--- config.mk ---
export PLATFORM = sky130hd
export DESIGN_NAME = josephus_elimination_order
export DESIGN_NICKNAME = d
export VERILOG_FILES = /design/src/sv/jeo_pkg.sv /design/src/sv/jeo_ucode_rom.sv /design/src/sv/jeo_sequencer.sv /design/src/sv/jeo_datapath.sv /design/src/sv/josephus_elimination_order.sv
export SDC_FILE = /design/constraint.sdc
export NUM_CORES = 1
export LEC_CHECK = 0
export BUFFER_PORTS_ARGS = -buffer_cell sky130_fd_sc_hd__buf_4
export CAP_MARGIN = 25
export CORE_ASPECT_RATIO = 0.9
export CORE_MARGIN = 4
export CORE_UTILIZATION = 63
export CTS_CLUSTER_DIAMETER = 200
export DETAILED_ROUTE_END_ITERATION = 8
export PLACE_DENSITY = 0.81
export SLEW_MARGIN = 5
export SYNTH_ARGS = -nofsm -noshare
export SYNTH_HDL_FRONTEND = slang
export SYNTH_SLANG_ARGS = --single-unit
--- constraint.sdc ---
create_clock -name clk -period 3.4 [get_ports clk]
set_input_delay 0.68 -clock clk [delete_from_list [all_inputs] [get_ports clk]]
set_output_delay 0.68 -clock clk [all_outputs]
set_load 0.01 [all_outputs]
--- src/sv/jeo_pkg.sv ---
// Shared types and constants for the Josephus elimination order block.
// Holds the microcode word layout, step addresses and datapath widths.
// No dependencies.
package jeo_pkg;

    // default circle capacity
    localparam int DEF_MAX_PEOPLE = 32;
    // a run never yields more words than this
    localparam int RESULT_LIMIT   = 32;

    localparam int CNT_W  = 6;   // people_count, person, remaining
    localparam int STEP_W = 8;   // step_count
    localparam int SUM_W  = 9;   // pos + m + rem - 1 stays below 2**9
    localparam int KBIT_W = 4;   // bit counter for the shift-subtract modulo
    localparam int DIV_W  = SUM_W + KBIT_W + 1;

    typedef enum logic [2:0] {
        OP_LOAD,
        OP_FILL,
        OP_MOD_INIT,
        OP_MOD_STEP,
        OP_READ,
        OP_EMIT,
        OP_SHIFT,
        OP_DEC
    } op_t;

    typedef enum logic [2:0] {
        C_NEVER,
        C_ALWAYS,
        C_NO_START,
        C_J_LT_REM,
        C_REM_ZERO,
        C_K_NZ,
        C_J1_LT_REM
    } cond_t;

    typedef logic [2:0] step_t;

    localparam step_t STEP_IDLE  = 3'd0;
    localparam step_t STEP_FILL  = 3'd1;
    localparam step_t STEP_TOP   = 3'd2;
    localparam step_t STEP_MOD   = 3'd3;
    localparam step_t STEP_READ  = 3'd4;
    localparam step_t STEP_EMIT  = 3'd5;
    localparam step_t STEP_SHIFT = 3'd6;
    localparam step_t STEP_DEC   = 3'd7;

    typedef struct packed {
        op_t   op;
        cond_t cond;
        step_t target;
    } ctrl_t;

    typedef struct packed {
        logic j_lt_rem;
        logic j1_lt_rem;
        logic rem_zero;
        logic k_nz;
    } status_t;

endpackage

--- src/sv/jeo_ucode_rom.sv ---
// Microcode store: one control word per step of the elimination program.
// Depends on jeo_pkg.
module jeo_ucode_rom
    import jeo_pkg::*;
(
    input  step_t step,
    output ctrl_t ctrl
);

    // a false condition falls through to the next step
    always_comb
    begin
        unique case (step)
            STEP_IDLE:  ctrl = '{op: OP_LOAD,     cond: C_NO_START,  target: STEP_IDLE};
            STEP_FILL:  ctrl = '{op: OP_FILL,     cond: C_J_LT_REM,  target: STEP_FILL};
            STEP_TOP:   ctrl = '{op: OP_MOD_INIT, cond: C_REM_ZERO,  target: STEP_IDLE};
            STEP_MOD:   ctrl = '{op: OP_MOD_STEP, cond: C_K_NZ,      target: STEP_MOD};
            STEP_READ:  ctrl = '{op: OP_READ,     cond: C_NEVER,     target: STEP_IDLE};
            STEP_EMIT:  ctrl = '{op: OP_EMIT,     cond: C_NEVER,     target: STEP_IDLE};
            STEP_SHIFT: ctrl = '{op: OP_SHIFT,    cond: C_J1_LT_REM, target: STEP_SHIFT};
            STEP_DEC:   ctrl = '{op: OP_DEC,      cond: C_ALWAYS,    target: STEP_TOP};
            default:    ctrl = '{op: OP_LOAD,     cond: C_ALWAYS,    target: STEP_IDLE};
        endcase
    end

endmodule

--- src/sv/jeo_sequencer.sv ---
// Step counter with conditional jumps; fetches control words from the ROM.
// Depends on jeo_pkg and jeo_ucode_rom.
module jeo_sequencer
    import jeo_pkg::*;
(
    input  logic    clk,
    input  logic    rst_n,
    input  logic    start,
    input  status_t status,
    output ctrl_t   ctrl,
    output logic    busy
);

    step_t step_reg;
    step_t step_next;
    logic  take;

    jeo_ucode_rom u_rom
    (
        .step (step_reg),
        .ctrl (ctrl)
    );

    always_comb
    begin
        unique case (ctrl.cond)
            C_NEVER:     take = 1'b0;
            C_ALWAYS:    take = 1'b1;
            C_NO_START:  take = !start;
            C_J_LT_REM:  take = status.j_lt_rem;
            C_REM_ZERO:  take = status.rem_zero;
            C_K_NZ:      take = status.k_nz;
            C_J1_LT_REM: take = status.j1_lt_rem;
            default:     take = 1'b0;
        endcase
        step_next = take ? ctrl.target : step_t'(step_reg + 3'd1);
    end

    always_ff @(posedge clk or negedge rst_n)
    begin
        if (!rst_n)
        begin
            step_reg <= STEP_IDLE;
        end
        else
        begin
            step_reg <= step_next;
        end
    end

    assign busy = (step_reg != STEP_IDLE);

endmodule

--- src/sv/jeo_datapath.sv ---
// Datapath: circle list memory, remaining/position registers, modulo by
// shift-subtract and the result register. Driven by the control word.
// Depends on jeo_pkg.
module jeo_datapath
    import jeo_pkg::*;
#(
    parameter int MAX_PEOPLE = DEF_MAX_PEOPLE
)
(
    input  logic               clk,
    input  logic               rst_n,
    input  logic               start,
    input  logic [CNT_W-1:0]   people_count,
    input  logic [STEP_W-1:0]  step_count,
    input  ctrl_t              ctrl,
    output status_t            status,
    output logic [CNT_W-1:0]   person,
    output logic               last,
    output logic               result_valid
);

    localparam int IDX_W     = (MAX_PEOPLE > 1) ? $clog2(MAX_PEOPLE) : 1;
    localparam int MEM_DEPTH = 2 ** IDX_W;
    localparam int RUN_LIM   = (MAX_PEOPLE < RESULT_LIMIT) ? MAX_PEOPLE : RESULT_LIMIT;
    localparam int K_TOP     = SUM_W - 1;

    logic [CNT_W-1:0]  mem [MEM_DEPTH];
    logic [CNT_W-1:0]  rd_data_reg;

    logic [CNT_W-1:0]  rem_reg,  rem_next;
    logic [IDX_W-1:0]  pos_reg,  pos_next;
    logic [CNT_W-1:0]  j_reg,    j_next;
    logic [STEP_W-1:0] m_reg,    m_next;
    logic [SUM_W-1:0]  acc_reg,  acc_next;
    logic [KBIT_W-1:0] k_reg,    k_next;
    logic [CNT_W-1:0]  person_reg, person_next;
    logic              last_reg,   last_next;
    logic              valid_reg,  valid_next;

    logic              wr_en;
    logic [IDX_W-1:0]  wr_addr;
    logic [CNT_W-1:0]  wr_data;
    logic [IDX_W-1:0]  rd_addr;

    logic [CNT_W:0]    j_p1;
    logic [CNT_W:0]    j_p2;
    logic [DIV_W-1:0]  divisor;
    logic [CNT_W-1:0]  n_sat;

    assign j_p1    = {1'b0, j_reg} + (CNT_W+1)'(1);
    assign j_p2    = {1'b0, j_reg} + (CNT_W+1)'(2);
    assign divisor = DIV_W'(rem_reg) << k_reg;
    assign n_sat   = (people_count > CNT_W'(RUN_LIM)) ? CNT_W'(RUN_LIM) : people_count;

    assign status.j_lt_rem  = (j_reg < rem_reg);
    assign status.j1_lt_rem = (j_p1 < {1'b0, rem_reg});
    assign status.rem_zero  = (rem_reg == '0);
    assign status.k_nz      = (k_reg != '0);

    always_comb
    begin
        rem_next    = rem_reg;
        pos_next    = pos_reg;
        j_next      = j_reg;
        m_next      = m_reg;
        acc_next    = acc_reg;
        k_next      = k_reg;
        person_next = person_reg;
        last_next   = last_reg;
        valid_next  = 1'b0;
        wr_en       = 1'b0;
        wr_addr     = j_reg[IDX_W-1:0];
        wr_data     = rd_data_reg;
        rd_addr     = j_p1[IDX_W-1:0];

        unique case (ctrl.op)
            OP_LOAD:
            begin
                if (start)
                begin
                    rem_next = n_sat;
                    m_next   = step_count;
                    j_next   = '0;
                    pos_next = '0;
                end
            end
            OP_FILL:
            begin
                // entry k holds person k+1
                if (status.j_lt_rem)
                begin
                    wr_en   = 1'b1;
                    wr_data = j_p1[CNT_W-1:0];
                    j_next  = j_p1[CNT_W-1:0];
                end
            end
            OP_MOD_INIT:
            begin
                acc_next = SUM_W'(pos_reg) + SUM_W'(m_reg) + SUM_W'(rem_reg) - SUM_W'(1);
                k_next   = KBIT_W'(K_TOP);
            end
            OP_MOD_STEP:
            begin
                if (DIV_W'(acc_reg) >= divisor)
                begin
                    acc_next = acc_reg - divisor[SUM_W-1:0];
                end
                if (status.k_nz)
                begin
                    k_next = k_reg - KBIT_W'(1);
                end
            end
            OP_READ:
            begin
                // acc now below rem, so it fits the index
                rd_addr  = acc_reg[IDX_W-1:0];
                pos_next = acc_reg[IDX_W-1:0];
                j_next   = acc_reg[CNT_W-1:0];
            end
            OP_EMIT:
            begin
                person_next = rd_data_reg;
                last_next   = (rem_reg == CNT_W'(1));
                valid_next  = 1'b1;
                rd_addr     = j_p1[IDX_W-1:0];
            end
            OP_SHIFT:
            begin
                // read address runs two entries ahead of the write; the data written was read one entry ahead
                rd_addr = j_p2[IDX_W-1:0];
                if (status.j1_lt_rem)
                begin
                    wr_en  = 1'b1;
                    j_next = j_p1[CNT_W-1:0];
                end
            end
            OP_DEC:
            begin
                rem_next = rem_reg - CNT_W'(1);
            end
            default:
            begin
                valid_next = 1'b0;
            end
        endcase
    end

    always_ff @(posedge clk)
    begin
        if (wr_en)
        begin
            mem[wr_addr] <= wr_data;
        end
        rd_data_reg <= mem[rd_addr];
    end

    always_ff @(posedge clk or negedge rst_n)
    begin
        if (!rst_n)
        begin
            rem_reg   <= '0;
            pos_reg   <= '0;
            j_reg     <= '0;
            k_reg     <= '0;
            valid_reg <= 1'b0;
        end
        else
        begin
            rem_reg   <= rem_next;
            pos_reg   <= pos_next;
            j_reg     <= j_next;
            k_reg     <= k_next;
            valid_reg <= valid_next;
        end
    end

    always_ff @(posedge clk)
    begin
        m_reg      <= m_next;
        acc_reg    <= acc_next;
        person_reg <= person_next;
        last_reg   <= last_next;
    end

    assign person       = person_reg;
    assign last         = last_reg;
    assign result_valid = valid_reg;

endmodule

--- src/sv/josephus_elimination_order.sv ---
// Top level of the Josephus elimination order block: sequencer plus datapath.
// Depends on jeo_pkg, jeo_sequencer, jeo_datapath.
//
//  channel  | ports                        | handshake
//  ---------+------------------------------+------------------------------
//  input    | people_count, step_count     | taken when start & !busy
//  result   | person, last                 | one cycle, marked by result_valid
//
// The run time is set by the shift-subtract modulo (9 steps) and by the
// one-entry-a-cycle list shift through the one-read, one-write memory, which
// moves down the entries after each removal. busy stays high for the run.
// Reset clears the step counter and counters; the list needs no clearing.
// Result words cannot be held off: each is valid for its single cycle only.
module josephus_elimination_order
    import jeo_pkg::*;
#(
    parameter int MAX_PEOPLE = DEF_MAX_PEOPLE
)
(
    input  logic              clk,
    input  logic              rst_n,
    input  logic              start,
    output logic              busy,
    input  logic [CNT_W-1:0]  people_count,
    input  logic [STEP_W-1:0] step_count,
    output logic [CNT_W-1:0]  person,
    output logic              last,
    output logic              result_valid
);

    ctrl_t   ctrl;
    status_t status;

    jeo_sequencer u_seq
    (
        .clk    (clk),
        .rst_n  (rst_n),
        .start  (start),
        .status (status),
        .ctrl   (ctrl),
        .busy   (busy)
    );

    jeo_datapath #(
        .MAX_PEOPLE (MAX_PEOPLE)
    ) u_dp
    (
        .clk          (clk),
        .rst_n        (rst_n),
        .start        (start),
        .people_count (people_count),
        .step_count   (step_count),
        .ctrl         (ctrl),
        .status       (status),
        .person       (person),
        .last         (last),
        .result_valid (result_valid)
    );

endmodule

==> metrics.md <==
| Metric | Value |
|---|---|
| Status | `finished clean` |
| Met3 wire length | `roughly 2300 um` |
| Grt total ovfl | `0` |
| Slowest cell on crit path | `fa_1` |
| Synth top area cells | `edfxtp_1 55%, mux4_2 7.3%, ha_1 5.6%, dfrtp_1 5.3%, mux2_2 2.5%` |
| Vias/cell | `around 6.4` |
| Die X-Extent | `roughly 150 um` |
| Routed len/inst | `23.7 um` |
| Later-pin clock latency in the skew report | `between 0.5 and 0.6 ns` |
| NumNets Final | `947` |
| Core ar. | `approximately 18,000 sq um` |
| Max Transition Viols Final | `0` |
| Clk pwr share | `roughly 18%` |
| Minimum clock period | `between 3 and 4 ns` |
| WL met2 | `~13,000 um` |
| Vias | `7,246` |
| Mapped Nets | `862` |
| Max-cap violations | `0` |
| Final setup viols | `0` |
| Count leader, synth | `edfxtp_1` |
| Fillers | `1,118` |
| Critical path type | `reg2reg` |
| Gate power share | `a little under half` |
| Average size of a mapped cell | `between 10 and 15 sq um` |
| Switching power | `about 5 mW` |
| Placed Cells | `approximately 1,100` |
| Hold Crit Class | `in2async` |
| CP top delay family | `adder cells` |
| Yosys top cell by area | `edfxtp_1` |
| Clock buffer depth | `3` |
| Post-synth top cells | `216 x edfxtp_1, 67 x nor2_1, 60 x inv_1, 52 x ha_1` |
| Post-Route WL | `around 27,000 um` |
| Ys flop type | `edfxtp_1` |
| Starting DRC count in detailed routing | `~810` |
| Seq cells post-synth | `~250` |
| Final cell count without fillers | `around 1,100` |
| Max_slew headroom | `between 40% and 50%` |
| CTS tree | `built` |
| Post-route ant nets | `0` |
| Share of post-route cells with drive strength above 1 | `a little under a quarter` |
| Antenna violations before repair | `0` |
| CP most frequent cell | `inv_1` |
| Pre-CTS setup slack | `0.0536 ns` |
| Hold Vio Cnt, Final | `0` |
| RSZ-0062 raised after global routing | `no` |
| First-pass GRT wire length | `~42,000 um` |
| Drt drc | `0` |
| Num CTS Buffers | `24` |
| CP Buf/Inv Count | `4` |
| Top Ports | `26` |
| Hold_ws | `0.0597 ns` |
| Distinct cells, synth | `69` |
| Cell-internal power | `~8.3 mW` |
| Initial Util | `between 60% and 70%` |
| GPL Wtd Cong | `slightly above 0.9` |
| Leakage | `a little under 5 nW` |
| Met1 Wirelength | `approximately 11,000 um` |
| Crit share post-route | `between 90 and 100%` |
| Switching share of power | `around two fifths` |
| Worst Tran Pin Value | `approximately 0.82 ns` |
| Sink Count | `247` |
| Final TNS setup | `0 ns` |
| Fmax | `roughly 0.31 GHz` |
| Ys Warns | `0` |
| Vias in the first global route | `7,356` |
| Slowest stage delay, CP | `roughly 0.50 ns` |
| # diodes | `0` |
| PnR worst setup slack | `between 0.15 and 0.2 ns` |
| Register area share after synthesis | `around three fifths` |
| Largest net degree at the start of global routing | `slightly below 50` |
| Cells after Synth | `787` |
| Worst vdd rail ir drop | `0.580 mV` |
| Cell area after synthesis | `between 10,000 and 15,000 sq um` |
| Pwr Total | `about 13 mW` |
| WP data required | `around 3.7 ns` |
| Synth-to-layout area growth | `13.2%` |
| Ys async rst share | `10.1%` |
| Postcts setup bufs | `0` |
| Startpoint class of the critical path | `flop` |
| Flip-flop count of the largest register after layout | `around 190` |
| HPWL after DPL | `18,300 um` |
| Crit-path cells | `inv_1 -> ha_1 -> fa_1 -> inv_1 -> ha_1 -> inv_1 -> fa_1 -> inv_1 -> a21oi_1 -> o21bai_1 -> a21o_1 -> a21oi_1 -> mux2_2 -> a31o_2` |
| Post-synth EDFFs | `~220` |
| Worst-path clk slew | `0.06 ns` |
| Die ar. | `between 20,000 and 25,000 sq um` |
| Core Rows | `47` |
| CTS root buffer | `clkbuf_16` |
| Share of the synthesized area in the top cell type | `55.3%` |
| Seq pwr share | `a little over a third` |
| Die height | `~140 um` |
| DR top layer | `met4` |
| Overall Global Routing Usage | `about 27%` |
| Crit-path max FO | `2` |
| Worst Setup End Kind | `flop` |
| Drt pass-1 iters | `5` |
| Pwr/cell area | `between 1000 and 1500 nW/um^2` |
| Clock skew | `slightly above 0.009 ns` |
| H-Tree Depth | `1` |
| Crit path DAT | `between 3 and 4 ns` |
| IO Port Bufs | `25` |
==> final timing paths <==
| check | startpoint | to | depth (start not counted) | slack, ns |
|---|---|---|---|---|
| max | u_dp.pos_reg[1]$_DFFE_PN0P_ | u_dp.acc_reg[7]$_DFFE_PP_ | 14 | 0.17 |
| min | rst_n | u_dp.k_reg[1]$_DFFE_PN0P_ | 1 | 0.06 |
| max reg2reg | u_dp.pos_reg[1]$_DFFE_PN0P_ | u_dp.acc_reg[7]$_DFFE_PP_ | 14 | 0.17 |
| min reg2reg | u_dp.rd_data_reg[0]$_DFF_P_ | u_dp.person[0]$_DFFE_PP_ | 0 | 0.44 |
| max in group asynchronous | rst_n | u_dp.k_reg[0]$_DFFE_PN0P_ | 1 | 3.07 |
| min in group clk | step_count[7] | u_dp.m_reg[7]$_DFFE_PP_ | 1 | 0.34 |
==> kinds of logic after synthesis <==
group | count (synthesis) | synth area share (%)
and+or+nand+nor | 162 | 6.30
DFF | 247 | 61.7
muxes | 93 | 13.7
adders and majority gates | 58 | 6.58
buffers and inverters | 86 | 3.25
xor gates and xnor gates | 18 | 1.35
AOI/OAI and AO/OA | 123 | 7.15
==> routing by layer <==
layer | global-route usage [%] | up-vias
met3 | 4.08 | 65
met4 | 8.43 | 0
met5 | 0 | -
li1 | - | 3179
met2 | 43.4 | 391
met1 | 38.4 | 3611
==> power by group through the flow <==
stage | sequential (mW) | combinational (mW) | clock (mW)
floorplan | 4.67 | 4.28 | 0
detailed placement | 4.79 | 6.10 | 0
global route | 4.77 | 6.82 | 2.53
finish | 4.75 | 6.25 | 2.36
global placement | 4.76 | 5.83 | 0
CTS | 4.73 | 6.17 | 2.38
==> repair_timing <==
item | 4_1_cts | 5_1_grt
setup endpoints to repair | 0 | 175
hold buffers | 0 | 0
endpoints found under the hold margin | 0 | 0
resized for setup | 0 | 10
==> through the flow <==
| stage | utilization (%) | area [sq um] |
|---|---|---|
| CTS | 72.1 | 13200 |
| finish | 72.3 | 13300 |
| global route | 72.3 | 13300 |
| detailed placement | 68.4 | 12600 |
| floorplan | - | 11700 |
| global placement | 68.3 | 12500 |
==> layout by cell type, fill, tap and decap left out, drive strengths merged, types with 3 or more instances in the layout <==
cell type	synthesis	layout
a211o	3	3
a211oi	7	7
a21boi	3	3
a21o	6	6
a21oi	29	29
a221oi	6	6
a22o	4	4
a22oi	4	4
a31oi	4	4
and3	6	6
buf	15	83
clkbuf	9	33
clkinv	1	9
dfrtp	25	25
dfxtp	6	6
edfxtp	216	216
fa	6	6
ha	52	52
inv	61	61
mux2	26	26
mux2i	19	19
mux4	48	48
nand2	42	42
nand2b	5	5
nand3	7	7
nand3b	5	5
nand4	3	3
nor2	68	68
nor2b	4	4
nor3	11	11
nor3b	3	3
o211ai	3	3
o21ai	26	26
o21bai	3	3
o22ai	10	10
or2	3	3
or3	3	3
xnor2	12	12
xor2	6	6
==> layout make-up <==
| cell class | count | area [sq um] | area share [%] |
|---|---|---|---|
| flip-flops and latches | 247 | 7230 | 54.5 |
| multi-input cells | 454 | 4160 | 31.3 |
| repair buffers | 83 | 656 | 4.94 |
| clock buffers | 33 | 634 | 4.78 |
| well taps | 245 | 307 | 2.31 |
| inverters | 62 | 233 | 1.75 |
| clock inverters | 8 | 46.3 | 0.349 |
Power figures use the tool's default switching activity.
